File: config.mk
export PLATFORM = sky130hd
export DESIGN_NAME = compass_heading_smoother
export DESIGN_NICKNAME = d
export VERILOG_FILES = /design/src/rtl/core/chs_pkg.sv /design/src/rtl/core/chs_front.sv /design/src/rtl/core/chs_cordic.sv /design/src/rtl/core/chs_smooth.sv /design/src/rtl/core/compass_heading_smoother.sv
export VERILOG_INCLUDE_DIRS = /design/src /design/src/rtl/core
export SDC_FILE = /design/constraint.sdc
export NUM_CORES = 2
export LEC_CHECK = 0
export BUFFER_PORTS_ARGS = -buffer_cell sky130_fd_sc_hd__buf_2
export CAP_MARGIN = 5
export CORE_UTILIZATION = 60
export CTS_BUF_LIST = sky130_fd_sc_hd__clkbuf_8
export CTS_CLUSTER_DIAMETER = 30
export DETAILED_ROUTE_END_ITERATION = 10
export GPL_TIMING_DRIVEN = 0
export PLACE_DENSITY = 0.8
export SYNTH_ARGS = -nofsm -noshare
export SYNTH_HDL_FRONTEND = slang
export SYNTH_SLANG_ARGS = --single-unit
File: constraint.sdc
create_clock -name clk -period 9.8 [get_ports clk]
set_input_delay 0.98 -clock clk [delete_from_list [all_inputs] [get_ports clk]]
set_output_delay 0.98 -clock clk [all_outputs]
set_load 0.02 [all_outputs]
File: src/rtl/core/compass_heading_smoother_defines.svh
// assertion macros for the compass heading smoother rtl
`ifndef COMPASS_HEADING_SMOOTHER_DEFINES_SVH
`define COMPASS_HEADING_SMOOTHER_DEFINES_SVH

`ifndef SYNTHESIS
// property that must hold on every clock edge out of reset
`define CHS_ASSERT(label, prop) \
    label: assert property (@(posedge clk) disable iff (!rst_n) prop) \
        else $error("assertion failed");
// condition that must never be seen
`define CHS_ASSERT_NEVER(label, cond) `CHS_ASSERT(label, !(cond))
`else
`define CHS_ASSERT(label, prop)
`define CHS_ASSERT_NEVER(label, cond)
`endif

`endif

File: src/rtl/core/chs_pkg.sv
`timescale 1ns / 1ps

package chs_pkg;

    // default parameter values
    localparam int SAMPLE_BITS_DEF         = 16;
    localparam int ANGLE_FRACTION_BITS_DEF = 6;
    localparam int CORDIC_STEPS_DEF        = 16;

    // result field widths and packed output item
    localparam int OUT_W       = 15;
    localparam int OUT_TDATA_W = 48;

    // configuration registers
    localparam int GAIN_W      = 16;
    localparam int CFG_INDEX_W = 1;
    localparam logic [CFG_INDEX_W-1:0] REG_SENSOR_GAIN  = 1'b0;
    localparam logic [CFG_INDEX_W-1:0] REG_DISPLAY_GAIN = 1'b1;
    localparam logic [GAIN_W-1:0] SENSOR_GAIN_RESET  = 16'd11796;
    localparam logic [GAIN_W-1:0] DISPLAY_GAIN_RESET = 16'd22938;

    // cordic angle accumulator, degrees in q.16
    localparam int ANG_Q       = 16;
    localparam int Z_W         = 27;
    localparam int TABLE_LEN   = 24;
    localparam int TABLE_IDX_W = 5;
    localparam int ATAN_W      = 22;
    localparam logic signed [Z_W-1:0] Z_HALF = Z_W'(180 * (1 << ANG_Q));
    localparam logic signed [Z_W-1:0] Z_FULL = Z_W'(360 * (1 << ANG_Q));

    // sign of the input vector, worked out in the front part
    typedef struct packed {
        logic zero_vec;
        logic left_half;
    } chs_class_t;

    // atan(2^-i) in q.16 degrees
    function automatic logic [ATAN_W-1:0] atan_step(input logic [TABLE_IDX_W-1:0] idx);
        logic [ATAN_W-1:0] val;
        case (idx)
            5'd0:    val = 22'd2949120;
            5'd1:    val = 22'd1740967;
            5'd2:    val = 22'd919879;
            5'd3:    val = 22'd466945;
            5'd4:    val = 22'd234379;
            5'd5:    val = 22'd117304;
            5'd6:    val = 22'd58666;
            5'd7:    val = 22'd29335;
            5'd8:    val = 22'd14668;
            5'd9:    val = 22'd7334;
            5'd10:   val = 22'd3667;
            5'd11:   val = 22'd1833;
            5'd12:   val = 22'd917;
            5'd13:   val = 22'd458;
            5'd14:   val = 22'd229;
            5'd15:   val = 22'd115;
            5'd16:   val = 22'd57;
            5'd17:   val = 22'd29;
            5'd18:   val = 22'd14;
            5'd19:   val = 22'd7;
            5'd20:   val = 22'd4;
            5'd21:   val = 22'd2;
            5'd22:   val = 22'd1;
            default: val = 22'd0;
        endcase
        return val;
    endfunction

endpackage

File: src/rtl/core/chs_front.sv
`timescale 1ns / 1ps

module chs_front #(
    parameter int SAMPLE_BITS = chs_pkg::SAMPLE_BITS_DEF
) (
    input  logic                          clk,
    input  logic                          rst_n,
    input  logic                          s_tvalid,
    output logic                          s_tready,
    input  logic signed [SAMPLE_BITS-1:0] mag_x,
    input  logic signed [SAMPLE_BITS-1:0] mag_y,
    output logic                          job_valid,
    input  logic                          job_ready,
    output logic signed [SAMPLE_BITS+2:0] job_u,
    output logic signed [SAMPLE_BITS+2:0] job_v,
    output chs_pkg::chs_class_t           job_class
);

    localparam int CW = SAMPLE_BITS + 3;

    logic signed [CW-1:0] x_ext;
    logic signed [CW-1:0] y_ext;
    logic signed [CW-1:0] u_in;
    logic signed [CW-1:0] v_in;
    chs_pkg::chs_class_t  class_in;

    logic signed [CW-1:0] q_u_reg [2];
    logic signed [CW-1:0] q_v_reg [2];
    chs_pkg::chs_class_t  q_class_reg [2];
    logic                 wr_ptr_reg;
    logic                 rd_ptr_reg;
    logic [1:0]           cnt_reg;
    logic [1:0]           cnt_next;
    logic                 push;
    logic                 pop;

    // vector (-x, -y), turned by half a circle when it points left
    always_comb
    begin
        x_ext              = CW'(mag_x);
        y_ext              = CW'(mag_y);
        class_in.zero_vec  = (x_ext == '0) && (y_ext == '0);
        class_in.left_half = (x_ext > 0);
        if (class_in.left_half)
        begin
            u_in = x_ext;
            v_in = y_ext;
        end
        else
        begin
            u_in = -x_ext;
            v_in = -y_ext;
        end
    end

    // two entry queue towards the cordic
    assign s_tready  = (cnt_reg != 2'd2);
    assign job_valid = (cnt_reg != 2'd0);
    assign push      = s_tvalid && s_tready;
    assign pop       = job_valid && job_ready;
    assign job_u     = q_u_reg[rd_ptr_reg];
    assign job_v     = q_v_reg[rd_ptr_reg];
    assign job_class = q_class_reg[rd_ptr_reg];

    always_comb
    begin
        cnt_next = cnt_reg;
        if (push && !pop)
        begin
            cnt_next = cnt_reg + 2'd1;
        end
        else if (pop && !push)
        begin
            cnt_next = cnt_reg - 2'd1;
        end
    end

    always_ff @(posedge clk or negedge rst_n)
    begin
        if (!rst_n)
        begin
            wr_ptr_reg <= 1'b0;
            rd_ptr_reg <= 1'b0;
            cnt_reg    <= 2'd0;
        end
        else
        begin
            cnt_reg <= cnt_next;
            if (push)
            begin
                wr_ptr_reg <= !wr_ptr_reg;
            end
            if (pop)
            begin
                rd_ptr_reg <= !rd_ptr_reg;
            end
        end
    end

    // queue payload
    always_ff @(posedge clk)
    begin
        if (push)
        begin
            q_u_reg[wr_ptr_reg]     <= u_in;
            q_v_reg[wr_ptr_reg]     <= v_in;
            q_class_reg[wr_ptr_reg] <= class_in;
        end
    end

endmodule

File: src/rtl/core/chs_cordic.sv
`timescale 1ns / 1ps

module chs_cordic #(
    parameter int SAMPLE_BITS         = chs_pkg::SAMPLE_BITS_DEF,
    parameter int ANGLE_FRACTION_BITS = chs_pkg::ANGLE_FRACTION_BITS_DEF,
    parameter int CORDIC_STEPS        = chs_pkg::CORDIC_STEPS_DEF
) (
    input  logic                          clk,
    input  logic                          rst_n,
    input  logic                          job_valid,
    output logic                          job_ready,
    input  logic signed [SAMPLE_BITS+2:0] job_u,
    input  logic signed [SAMPLE_BITS+2:0] job_v,
    input  chs_pkg::chs_class_t           job_class,
    output logic                          raw_valid,
    input  logic                          raw_ready,
    output logic [$clog2(360 * (1 << ANGLE_FRACTION_BITS))-1:0] raw_heading
);

    localparam int CW       = SAMPLE_BITS + 3;
    localparam int ZW       = chs_pkg::Z_W;
    localparam int ANG_W    = $clog2(360 * (1 << ANGLE_FRACTION_BITS));
    localparam int OUT_FULL = 360 * (1 << ANGLE_FRACTION_BITS);
    localparam int RS       = chs_pkg::ANG_Q - ANGLE_FRACTION_BITS;
    localparam int STEPS    = (CORDIC_STEPS > chs_pkg::TABLE_LEN) ?
                              chs_pkg::TABLE_LEN : CORDIC_STEPS;
    localparam logic [chs_pkg::TABLE_IDX_W-1:0] LAST_STEP =
        chs_pkg::TABLE_IDX_W'(STEPS - 1);
    localparam logic signed [ZW-1:0] ROUND_HALF = ZW'(1 << (RS - 1));
    localparam logic signed [ZW-1:0] FULL_OUT_Z = ZW'(OUT_FULL);

    localparam logic [2:0] ST_IDLE  = 3'd0;
    localparam logic [2:0] ST_RUN   = 3'd1;
    localparam logic [2:0] ST_WRAP  = 3'd2;
    localparam logic [2:0] ST_ROUND = 3'd3;
    localparam logic [2:0] ST_DONE  = 3'd4;

    logic [2:0]                         state_reg;
    logic [chs_pkg::TABLE_IDX_W-1:0]    step_reg;
    logic signed [CW-1:0]               u_reg;
    logic signed [CW-1:0]               v_reg;
    logic signed [ZW-1:0]               z_reg;
    logic [ANG_W-1:0]                   heading_reg;

    logic signed [CW-1:0]               du;
    logic signed [CW-1:0]               dv;
    logic signed [ZW-1:0]               dz;
    logic signed [ZW-1:0]               z_round;

    assign job_ready   = (state_reg == ST_IDLE);
    assign raw_valid   = (state_reg == ST_DONE);
    assign raw_heading = heading_reg;

    // one micro-rotation: floor shifts and the table angle for this step
    always_comb
    begin
        du      = v_reg >>> step_reg;
        dv      = u_reg >>> step_reg;
        dz      = ZW'($signed({1'b0, chs_pkg::atan_step(step_reg)}));
        z_round = (z_reg + ROUND_HALF) >>> RS;
    end

    // sequencer
    always_ff @(posedge clk or negedge rst_n)
    begin
        if (!rst_n)
        begin
            state_reg <= ST_IDLE;
            step_reg  <= '0;
        end
        else
        begin
            case (state_reg)
                ST_IDLE:
                begin
                    step_reg <= '0;
                    if (job_valid)
                    begin
                        state_reg <= job_class.zero_vec ? ST_DONE : ST_RUN;
                    end
                end
                ST_RUN:
                begin
                    if (step_reg == LAST_STEP)
                    begin
                        state_reg <= ST_WRAP;
                    end
                    else
                    begin
                        step_reg <= step_reg + 1'b1;
                    end
                end
                ST_WRAP:  state_reg <= ST_ROUND;
                ST_ROUND: state_reg <= ST_DONE;
                ST_DONE:
                begin
                    if (raw_ready)
                    begin
                        state_reg <= ST_IDLE;
                    end
                end
                default:  state_reg <= ST_IDLE;
            endcase
        end
    end

    // datapath
    always_ff @(posedge clk)
    begin
        case (state_reg)
            ST_IDLE:
            begin
                u_reg       <= job_u;
                v_reg       <= job_v;
                z_reg       <= job_class.left_half ? chs_pkg::Z_HALF : '0;
                heading_reg <= ANG_W'(OUT_FULL / 2);
            end
            ST_RUN:
            begin
                if (v_reg < 0)
                begin
                    u_reg <= u_reg - du;
                    v_reg <= v_reg + dv;
                    z_reg <= z_reg - dz;
                end
                else
                begin
                    u_reg <= u_reg + du;
                    v_reg <= v_reg - dv;
                    z_reg <= z_reg + dz;
                end
            end
            ST_WRAP:
            begin
                if (z_reg < 0)
                begin
                    z_reg <= z_reg + chs_pkg::Z_FULL;
                end
                else if (z_reg >= chs_pkg::Z_FULL)
                begin
                    z_reg <= z_reg - chs_pkg::Z_FULL;
                end
            end
            ST_ROUND:
            begin
                if (z_round >= FULL_OUT_Z)
                begin
                    heading_reg <= ANG_W'(z_round - FULL_OUT_Z);
                end
                else
                begin
                    heading_reg <= ANG_W'(z_round);
                end
            end
            default:
            begin
                heading_reg <= heading_reg;
            end
        endcase
    end

endmodule

File: src/rtl/core/chs_smooth.sv
`timescale 1ns / 1ps
`include "compass_heading_smoother_defines.svh"

module chs_smooth #(
    parameter int ANGLE_FRACTION_BITS = chs_pkg::ANGLE_FRACTION_BITS_DEF
) (
    input  logic                              clk,
    input  logic                              rst_n,
    input  logic                              cfg_wr_en,
    input  logic [chs_pkg::CFG_INDEX_W-1:0]   cfg_index,
    input  logic [chs_pkg::GAIN_W-1:0]        cfg_data,
    input  logic                              raw_valid,
    output logic                              raw_ready,
    input  logic [$clog2(360 * (1 << ANGLE_FRACTION_BITS))-1:0] raw_heading,
    output logic                              m_tvalid,
    input  logic                              m_tready,
    output logic [chs_pkg::OUT_W-1:0]         display_heading,
    output logic [chs_pkg::OUT_W-1:0]         filtered_heading,
    output logic [chs_pkg::OUT_W-1:0]         raw_heading_out
);

    localparam int OW       = chs_pkg::OUT_W;
    localparam int ANG_W    = $clog2(360 * (1 << ANGLE_FRACTION_BITS));
    localparam int HW       = (ANG_W > OW) ? ANG_W : OW;
    localparam int DW       = HW + 2;
    localparam int PW       = DW + chs_pkg::GAIN_W + 1;
    localparam int OUT_FULL = 360 * (1 << ANGLE_FRACTION_BITS);
    localparam logic signed [DW-1:0] FULL_D = DW'(OUT_FULL);
    localparam logic signed [DW-1:0] HALF_D = DW'(OUT_FULL / 2);
    localparam logic signed [PW-1:0] ROUND_P = PW'(1 << (chs_pkg::ANG_Q - 1));

    localparam logic [1:0] ST_IDLE = 2'd0;
    localparam logic [1:0] ST_MUL  = 2'd1;
    localparam logic [1:0] ST_ADD  = 2'd2;
    localparam logic [1:0] ST_OUT  = 2'd3;

    logic [1:0]                 state_reg;
    logic                       phase_reg;
    logic                       pending_reg;
    logic [chs_pkg::GAIN_W-1:0] sensor_gain_reg;
    logic [chs_pkg::GAIN_W-1:0] display_gain_reg;
    logic [OW-1:0]              s1_reg;
    logic [OW-1:0]              s2_reg;
    logic [OW-1:0]              raw_reg;
    logic [OW-1:0]              cur_reg;
    logic [HW-1:0]              tgt_reg;
    logic signed [PW-1:0]       prod_reg;
    logic                       m_tvalid_reg;
    logic [OW-1:0]              disp_out_reg;
    logic [OW-1:0]              filt_out_reg;
    logic [OW-1:0]              raw_out_reg;

    logic [HW-1:0]              raw_ext;
    logic signed [DW-1:0]       cur_d;
    logic signed [DW-1:0]       diff;
    logic signed [DW-1:0]       folded;
    logic [chs_pkg::GAIN_W-1:0] gain_sel;
    logic signed [PW-1:0]       prod_next;
    logic signed [PW-1:0]       step_p;
    logic signed [DW-1:0]       sum;
    logic signed [DW-1:0]       sum_wrap;
    logic [OW-1:0]              res;
    logic                       out_free;

    assign raw_ready        = (state_reg == ST_IDLE);
    assign m_tvalid         = m_tvalid_reg;
    assign display_heading  = disp_out_reg;
    assign filtered_heading = filt_out_reg;
    assign raw_heading_out  = raw_out_reg;
    assign out_free         = !m_tvalid_reg || m_tready;

    // fold the difference into half a circle each way and scale by the gain
    always_comb
    begin
        raw_ext  = HW'(raw_heading);
        cur_d    = $signed({{(DW - OW){1'b0}}, cur_reg});
        diff     = $signed({2'b00, tgt_reg}) - cur_d;
        folded   = diff;
        if (folded > HALF_D)
        begin
            folded = folded - FULL_D;
        end
        if (folded < -HALF_D)
        begin
            folded = folded + FULL_D;
        end
        gain_sel  = phase_reg ? display_gain_reg : sensor_gain_reg;
        prod_next = PW'(folded) * PW'($signed({1'b0, gain_sel}));
    end

    // round half up, add and wrap into one circle
    always_comb
    begin
        step_p   = (prod_reg + ROUND_P) >>> chs_pkg::ANG_Q;
        sum      = cur_d + step_p[DW-1:0];
        sum_wrap = sum;
        if (sum < 0)
        begin
            sum_wrap = sum + FULL_D;
        end
        else if (sum >= FULL_D)
        begin
            sum_wrap = sum - FULL_D;
        end
        res = sum_wrap[OW-1:0];
    end

    // gain registers
    always_ff @(posedge clk or negedge rst_n)
    begin
        if (!rst_n)
        begin
            sensor_gain_reg  <= chs_pkg::SENSOR_GAIN_RESET;
            display_gain_reg <= chs_pkg::DISPLAY_GAIN_RESET;
        end
        else if (cfg_wr_en)
        begin
            case (cfg_index)
                chs_pkg::REG_SENSOR_GAIN:  sensor_gain_reg  <= cfg_data;
                chs_pkg::REG_DISPLAY_GAIN: display_gain_reg <= cfg_data;
                default:                   sensor_gain_reg  <= sensor_gain_reg;
            endcase
        end
    end

    // control and smoother state
    always_ff @(posedge clk or negedge rst_n)
    begin
        if (!rst_n)
        begin
            state_reg    <= ST_IDLE;
            phase_reg    <= 1'b0;
            pending_reg  <= 1'b1;
            s1_reg       <= '0;
            s2_reg       <= '0;
            m_tvalid_reg <= 1'b0;
        end
        else
        begin
            // output valid: set when the result is loaded, cleared when taken
            if (state_reg == ST_OUT && out_free)
            begin
                m_tvalid_reg <= 1'b1;
            end
            else if (m_tvalid_reg && m_tready)
            begin
                m_tvalid_reg <= 1'b0;
            end
            case (state_reg)
                ST_IDLE:
                begin
                    phase_reg <= 1'b0;
                    if (raw_valid)
                    begin
                        state_reg <= ST_MUL;
                    end
                end
                ST_MUL:  state_reg <= ST_ADD;
                ST_ADD:
                begin
                    if (!phase_reg)
                    begin
                        s1_reg    <= res;
                        phase_reg <= 1'b1;
                        state_reg <= ST_MUL;
                    end
                    else
                    begin
                        s2_reg      <= res;
                        pending_reg <= 1'b0;
                        state_reg   <= ST_OUT;
                    end
                end
                ST_OUT:
                begin
                    if (out_free)
                    begin
                        state_reg <= ST_IDLE;
                    end
                end
                default: state_reg <= ST_IDLE;
            endcase
        end
    end

    // working registers and output item
    always_ff @(posedge clk)
    begin
        case (state_reg)
            ST_IDLE:
            begin
                tgt_reg <= raw_ext;
                raw_reg <= raw_ext[OW-1:0];
                cur_reg <= pending_reg ? raw_ext[OW-1:0] : s1_reg;
            end
            ST_MUL:
            begin
                prod_reg <= prod_next;
            end
            ST_ADD:
            begin
                if (!phase_reg)
                begin
                    tgt_reg <= HW'(res);
                    cur_reg <= pending_reg ? raw_reg : s2_reg;
                end
            end
            ST_OUT:
            begin
                if (out_free)
                begin
                    disp_out_reg <= s2_reg;
                    filt_out_reg <= s1_reg;
                    raw_out_reg  <= raw_reg;
                end
            end
            default:
            begin
                prod_reg <= prod_reg;
            end
        endcase
    end

    // a sample taken from the cordic starts the first smoother
    `CHS_ASSERT(a_take_starts_first, (raw_valid && raw_ready) |=> (state_reg == ST_MUL && !phase_reg))
    // the second smoother always finishes into the output stage
    `CHS_ASSERT(a_second_add_to_out, (state_reg == ST_ADD && phase_reg) |=> (state_reg == ST_OUT))
    // the first-sample load is spent once a result is ready to leave
    `CHS_ASSERT_NEVER(a_out_with_pending, (state_reg == ST_OUT) && pending_reg)

endmodule

File: src/rtl/core/compass_heading_smoother.sv
`timescale 1ns / 1ps

// channel   dir  handshake           payload
// s_axis    in   s_tvalid/s_tready   s_tdata: mag_x, mag_y
// m_axis    out  m_tvalid/m_tready   m_tdata: display, filtered, raw heading
// cfg       in   cfg_wr_en           cfg_index, cfg_data (gain registers)
//
// an item passes from input to output through the queue, the iterative cordic
// at one step per cycle, wrap, round, hand-over, a multiply and an add for
// each smoother on the shared smoother multiplier, and the output stage;
// the cordic takes a new item only once the last has left it; a zero vector skips the steps.
// rst_n is asynchronous; after reset the first item loads both smoothers.
// a stalled m_tready holds the result; the back then stalls and the queue fills.

module compass_heading_smoother #(
    parameter int SAMPLE_BITS         = chs_pkg::SAMPLE_BITS_DEF,
    parameter int ANGLE_FRACTION_BITS = chs_pkg::ANGLE_FRACTION_BITS_DEF,
    parameter int CORDIC_STEPS        = chs_pkg::CORDIC_STEPS_DEF
) (
    input  logic                                    clk,
    input  logic                                    rst_n,
    input  logic                                    s_tvalid,
    output logic                                    s_tready,
    // mag_x, mag_y
    input  logic [((2 * SAMPLE_BITS + 7) / 8) * 8 - 1:0] s_tdata,
    output logic                                    m_tvalid,
    input  logic                                    m_tready,
    // display_heading, filtered_heading, raw_heading
    output logic [chs_pkg::OUT_TDATA_W-1:0]         m_tdata,
    input  logic                                    cfg_wr_en,
    input  logic [chs_pkg::CFG_INDEX_W-1:0]         cfg_index,
    input  logic [chs_pkg::GAIN_W-1:0]              cfg_data
);

    localparam int CW    = SAMPLE_BITS + 3;
    localparam int ANG_W = $clog2(360 * (1 << ANGLE_FRACTION_BITS));
    localparam int PAD_W = chs_pkg::OUT_TDATA_W - 3 * chs_pkg::OUT_W;

    logic signed [SAMPLE_BITS-1:0] mag_x;
    logic signed [SAMPLE_BITS-1:0] mag_y;
    logic                          job_valid;
    logic                          job_ready;
    logic signed [CW-1:0]          job_u;
    logic signed [CW-1:0]          job_v;
    chs_pkg::chs_class_t           job_class;
    logic                          raw_valid;
    logic                          raw_ready;
    logic [ANG_W-1:0]              raw_heading;
    logic [chs_pkg::OUT_W-1:0]     display_heading;
    logic [chs_pkg::OUT_W-1:0]     filtered_heading;
    logic [chs_pkg::OUT_W-1:0]     raw_heading_out;

    // unpack and pack items
    assign mag_x   = s_tdata[SAMPLE_BITS-1:0];
    assign mag_y   = s_tdata[2*SAMPLE_BITS-1:SAMPLE_BITS];
    assign m_tdata = {{PAD_W{1'b0}}, raw_heading_out, filtered_heading, display_heading};

    // front: accept, classify, queue
    chs_front #(
        .SAMPLE_BITS (SAMPLE_BITS)
    ) u_front (
        .clk       (clk),
        .rst_n     (rst_n),
        .s_tvalid  (s_tvalid),
        .s_tready  (s_tready),
        .mag_x     (mag_x),
        .mag_y     (mag_y),
        .job_valid (job_valid),
        .job_ready (job_ready),
        .job_u     (job_u),
        .job_v     (job_v),
        .job_class (job_class)
    );

    // back: iterative cordic
    chs_cordic #(
        .SAMPLE_BITS         (SAMPLE_BITS),
        .ANGLE_FRACTION_BITS (ANGLE_FRACTION_BITS),
        .CORDIC_STEPS        (CORDIC_STEPS)
    ) u_cordic (
        .clk         (clk),
        .rst_n       (rst_n),
        .job_valid   (job_valid),
        .job_ready   (job_ready),
        .job_u       (job_u),
        .job_v       (job_v),
        .job_class   (job_class),
        .raw_valid   (raw_valid),
        .raw_ready   (raw_ready),
        .raw_heading (raw_heading)
    );

    // back: two smoothers and output register
    chs_smooth #(
        .ANGLE_FRACTION_BITS (ANGLE_FRACTION_BITS)
    ) u_smooth (
        .clk              (clk),
        .rst_n            (rst_n),
        .cfg_wr_en        (cfg_wr_en),
        .cfg_index        (cfg_index),
        .cfg_data         (cfg_data),
        .raw_valid        (raw_valid),
        .raw_ready        (raw_ready),
        .raw_heading      (raw_heading),
        .m_tvalid         (m_tvalid),
        .m_tready         (m_tready),
        .display_heading  (display_heading),
        .filtered_heading (filtered_heading),
        .raw_heading_out  (raw_heading_out)
    );

endmodule

======== Word-level counts from Yosys, hierarchy flattened ========
Memories as Yosys holds them, arrays and structs flattened.
Index checks and enable logic that the tools add are counted.
word-level totals
  bits in registers ....................... 282
  output and inout bits ................... 50
  memories ................................ 4
  RAM bits ................................ 80
  ROM bits ................................ 704
memories
  memory               words  bits a word  read ports  clocked after Yosys merged registers in  wr ports  line             RTL
  (name not given)     32     22           1           0                                        0         chs_pkg.sv:40    case (idx)
  u_front.q_u_reg      2      19           1           0                                        1         chs_front.sv:27  logic signed [CW-1:0] q_u_reg [2];
  u_front.q_v_reg      2      19           1           0                                        1         chs_front.sv:28  logic signed [CW-1:0] q_v_reg [2];
  u_front.q_class_reg  2      2            1           0                                        1         chs_front.sv:29  chs_pkg::chs_class_t q_class_reg [2];
operators by class
  shifts and indexed selects .............. 2
  magnitude comparators ................... 9
  multiply operators ...................... 1
  reduce and logical (&&, ||, !) cells .... 34
  equal/unequal tests ..................... 17
  muxes and demuxes ....................... 42
  $add $sub $neg .......................... 22
  bitwise gates (word level) .............. 2
operator list
  operator                count
  $mux 15                 7
  $pmux 15 s2             3
  $mux 27                 3
  $pmux 27 s3             1
  $mux 19                 4
  $pmux 19 s2             2
  $add 19x19->19          2
  $logic_not 19->1        2
  $neg 16->19             2
  $sshr 19x5->19          2
  $sub 19x19->19          2
  $ge 17x16->1 const B    2
  $mux 17                 2
  $add 33x17->33 const B  1
  $mul 17x17->33          1
  $sub 15x15->15 const B  2
  $add 27x11->27 const B  1
  $add 27x23->27          1
  $add 27x26->27 const B  1
  $ge 27x26->1 const B    1
  $lt 27x1->1 const B     1
  $sub 27x23->27          1
  $sub 27x26->27 const B  1
  $mux 24                 1
  other kinds (41)        83

======== Longest topological paths before layout ========
  word-level depth ........................ 7
  gate-level depth with buffers ........... 47

======== Cells and area by module ========
A second synthesis with hierarchy kept.
unflattened totals
  cells, all modules ...................... 3585
  area, all modules ....................... 34988.6 um2
modules (own cells, without submodules)
  module                    cells each  area each (um2)  instances
  chs_smooth                1921        19316.0          1
  chs_cordic                1354        11481.0          1
  chs_front                 306         4165.2           1
  compass_heading_smoother  4           26.3             1

======== Worst setup path before layout ========
OpenSTA, ideal clock, no wires.
  path kind ............................... flip-flop to flip-flop
  from .................................... register u_smooth.tgt_reg[0]
  to ...................................... register u_smooth.prod_reg[32], data pin
  buffers on the path ..................... 2
  period minus slack after synthesis ...... 10.116 ns
  cell stages (with the launch flop) ...... 43
  data required time ...................... 9.540 ns
  data arrival time ....................... 9.856 ns
  slack ................................... -0.316 ns
  cell sequence ........................... edfxtp_1 inv_1 ha_1 inv_1 fa_1 a211oi_2 o21ai_1 nand2_1 o211ai_1 inv_1 ha_1 nand2_1 mux2i_1 o2111ai_1 a311o_2 a21oi_4 xnor2_1 ha_1 (+7 left out) fa_1 inv_1 fa_1 clkbuf_1 inv_1 fa_1 fa_1 fa_1 fa_1 inv_1 ha_1 a21o_1 a21oi_1 nor3b_1 a21o_1 o2111ai_1 a21oi_1 xnor2_1
between the ends
  word-level cells in the longest chain between the ends .. 6
RTL lines
  item                                                   line                                RTL
  start: declaration                                     chs_smooth.sv:46                    logic [HW-1:0] tgt_reg;
  start signal: assignment                               chs_smooth.sv:192                   tgt_reg <= raw_ext;
  start signal: assignment                               chs_smooth.sv:204                   tgt_reg <= HW'(res);
  $sub 15x15->16 (*)                                     chs_smooth.sv:77                    diff = $signed({2'b00, tgt_reg}) - cur_d;
  $sub 17x16->17 / $gt 17x15->1 (equally long branches)  chs_smooth.sv:81, chs_smooth.sv:79
  $mux 17 (*)                                            chs_smooth.sv:79                    if (folded > HALF_D)
  $add 17x16->17 / $lt 17x15->1 (equally long branches)  chs_smooth.sv:85, chs_smooth.sv:83
  $mux 17 (*)                                            chs_smooth.sv:83                    if (folded < -HALF_D)
  $mul 17x17->33 (*)                                     chs_smooth.sv:88                    prod_next = PW'(folded) * PW'($signed({1'b0, gain_sel}));
  named net u_smooth.prod_next[32]                       chs_smooth.sv:58                    logic signed [PW-1:0] prod_next;
  end signal: assignment                                 chs_smooth.sv:198                   prod_reg <= prod_next;
  end signal: assignment                                 chs_smooth.sv:219                   prod_reg <= prod_reg;
  end: declaration                                       chs_smooth.sv:47                    logic signed [PW-1:0] prod_reg;
Mark *: on every way through the listed nets, which the timed path passes. The rest lies on a longest branch.
A chain may end at the register's enable or synchronous reset.

======== Final worst setup path ========
  from .................................... register u_smooth.cur_reg[5]
  to ...................................... register u_smooth.prod_reg[30], data pin
between the ends
  word-level cells in the longest chain between the ends .. 6
RTL lines
  item                                                   line                                RTL
  start: declaration                                     chs_smooth.sv:45                    logic [OW-1:0] cur_reg;
  start signal: assignment                               chs_smooth.sv:194                   cur_reg <= pending_reg ? raw_ext[OW-1:0] : s1_reg;
  start signal: assignment                               chs_smooth.sv:205                   cur_reg <= pending_reg ? raw_reg : s2_reg;
  $sub 15x15->16 (*)                                     chs_smooth.sv:77
  $sub 17x16->17 / $gt 17x15->1 (equally long branches)  chs_smooth.sv:81, chs_smooth.sv:79
  $mux 17 (*)                                            chs_smooth.sv:79
  $add 17x16->17 / $lt 17x15->1 (equally long branches)  chs_smooth.sv:85, chs_smooth.sv:83
  $mux 17 (*)                                            chs_smooth.sv:83
  $mul 17x17->33 (*)                                     chs_smooth.sv:88
  named net u_smooth.prod_next[30]                       chs_smooth.sv:58
Marked as above.

==> impl_metrics.json <==
{
  "cpMostUsedCell": "fa_1",
  "place.port_buffers": 99,
  "cts_sinks": 347,
  "slew_headroom_pct": 7.365,
  "failed_checks": "setup timing",
  "required_ns": 10.22,
  "gp_congestion": 1.037,
  "finalCriticalPeriod_ns": 10.54,
  "die_y_um": 239.4,
  "cap_violations": 0,
  "clk_path_buf_depth": 3,
  "min_period_over_period_pct": 107.6,
  "synth-edff-count": 268,
  "io_pins": 104,
  "syn_to_final_growth_pct": 14.01,
  "critical_path_class": "flop to flop",
  "grtUsageTotal_pct": 32.83,
  "synth_flop_cell": "edfxtp_1",
  "synth_area_mm2": 0.03383,
  "core_area_mm2": 0.05542,
  "numCtsBuffers": 75,
  "crit_fanout": 8,
  "clk-insertion-delay-late_ns": 0.69,
  "stdcell_count": 4527,
  "die-width_um": 239.4,
  "max_stage_delay_ns": 0.57,
  "rows": 86,
  "grt_overflow": 0,
  "yosysUniqueCellTypes": 116,
  "antenna_found_initial": 3,
  "critical_path.slowest_cell": "fa_1",
  "drtPass1Iterations": 6,
  "dieArea_mm2": 0.05733,
  "routed_wl_um": 94410,
  "hold_violations": 0,
  "via_per_inst": 6.096,
  "yosysSeqAreaShare_pct": 29.69,
  "dpl.hpwl_um": 71570,
  "synthCells": 3452,
  "placed_cells": 4312,
  "drt-initial-drc-count": 2962,
  "cts_tree": "built",
  "setup_slack_ns": -0.7450,
  "routedWlPerCell_um": 20.86,
  "ant_nets": 0,
  "max_clock_freq_mhz": 94.83,
  "worst_pin_slew_ns": 1.380,
  "finalClockSkew_ns": 0.06624,
  "nNetsFinal": 4248,
  "cts_hold_buf": 0,
  "clk_pin_slew_ns": 0.06,
  "ys_seq_elements": 347,
  "grt_pass1_wl_um": 145300,
  "cp-end-kind": "flop",
  "drive_above_1_share_pct": 16.87,
  "final-setup-viol-count": 13,
  "yosysWarnings": 0,
  "crit_arrival_ns": 10.97,
  "syn_area_per_cell_um2": 9.799,
  "hold_path.class": "input port to async pin",
  "rsz0062_at_grt": "true",
  "synthArstFlopShare_pct": 22.77,
  "grt_max_degree": 65,
  "finalMaxSlewViolations": 0,
  "start_kind": "flop",
  "initial_utilization_pct": 61.04,
  "num_vias": 27600,
  "layout_common_cells": "396 x inv_1, 307 x nand2_1, 304 x nor2_1",
  "status": "finished with violations",
  "grt_pass1_vias": 27130,
  "layout_commonest_cell": "inv_1",
  "drc_errors": 0,
  "htreeDepth": 3,
  "root_buffer": "clkbuf_8"
}
-- cells by family (layout without fill, tap and decap cells) --
logic type | after synthesis | after routing | synth area share, %
AND/OR/NAND/NOR | 1019 | 1019 | 14.08
AO/OA/AOI/OAI | 624 | 624 | 12.29
buffers and inverters | 551 | 870 | 6.354
adder cells (fa/ha/maj) | 478 | 478 | 23.67
flip-flops | 347 | 347 | 29.69
XOR/XNOR | 229 | 229 | 6.070
multiplexers | 203 | 203 | 7.834
other | 1 | 9 | 0.01109
-- layer usage --
layer,GRT usage [%],share of wire (%)
met3,6.050,8.8
met1,41.80,38
met4,15.17,5.0
met2,54.41,48
met5,0,0.013
-- metrics by stage --
step / hold WS [ns] / util (%) / cell area, um2 / TNS, ns / setup slack, ns
finish: 0.1997 / 69.59 / 38570 / -5.370 / -0.7450
global route: 0.1783 / 69.58 / 38560 / -9.007 / -0.9740
CTS: 0.1480 / 68.31 / 37860 / -2.805 / -0.5581
detailed placement: 0.4470 / 64.13 / 35540 / -21.26 / -1.718
global placement: 0.4502 / 63.79 / 35350 / -19.25 / -1.593
floorplan: 0.4207 / - / 33920 / 0 / 0.002518
-- Yosys cell counts, drive strengths merged (7+ instances only) --
cell	instances	area, um2
a2111oi	9	78.83
a211oi	31	260.3
a21boi	10	90.09
a21o	39	292.8
a21oi	155	824.5
a31oi	28	226.5
and2	35	224.0
and3	20	125.1
and4	10	90.09
buf	41	234.0
clkbuf	106	399.1
dfrtp	64	1602
dfstp	15	394.1
edfxtp	268	8048
fa	271	5425
ha	204	2552
inv	403	1513
mux2	74	833.3
mux2i	87	870.8
mux4	42	945.9
nand2	309	1160
nand2b	47	294.0
nand3	51	255.2
nand4	17	106.4
nor2	315	1185
nor2b	37	231.5
nor3	84	425.4
nor3b	16	120.1
nor4	11	75.07
o21a	25	187.7
o21ai	189	949.7
o21bai	7	52.55
o22ai	14	87.58
o31ai	17	146.4
or2	15	93.85
or3	33	206.5
xnor2	141	1242
xor2	87	788.3
-- what timing repair did --
action                                  CTS  global route
pin swaps                                47            73
cloned                                    0             0
endpoints found under the setup margin   18            17
gates resized for setup                  74            82
setup buffers                            42            41
-- layout make-up --
class / instances / area [um2]
antenna: 2 / 5.005
buffer: 142 / 663.1
clock buffer: 79 / 1087
clock inverter: 56 / 576.8
fill: 4102 / 16850
inverter: 404 / 1520
multi-input combinational: 2560 / 22380
sequential: 347 / 10040
tap: 748 / 935.9
timing repair buffer: 189 / 1354
-- worst max-delay path, delay by kind of cell (launching register included) --
| kind | cells | cell delay (ns) |
|---|---|---|
| AND/OR/NAND/NOR | 5 | 0.55 |
| XOR/XNOR | 3 | 0.43 |
| buffers and inverters | 10 | 1.10 |
| adder cells (fa/ha/maj) | 9 | 3.97 |
| flip-flops | 1 | 0.43 |
| AO/OA/AOI/OAI | 15 | 3.82 |
-- path summary, 6_finish.rpt --
path | start | endpoint | slack [ns] | cells after the start
min in group clk | u_smooth.raw_reg[3] | u_smooth.raw_heading_out[3] | 0.47 | 0
max in group asynchronous | rst_n | u_smooth.display_gain_reg[4] | 8.86 | 2
hold / removal | rst_n | u_smooth.s2_reg[5] | 0.20 | 1
hold reg to reg | u_smooth.raw_reg[3] | u_smooth.raw_heading_out[3] | 0.47 | 0
setup / recovery | u_smooth.cur_reg[5] | u_smooth.prod_reg[30] | -0.74 | 42
setup reg to reg | u_smooth.cur_reg[5] | u_smooth.prod_reg[30] | -0.74 | 42
Power is not shown: default switching activity piles up to over one toggle a cycle in this logic, so the estimate is an artifact.
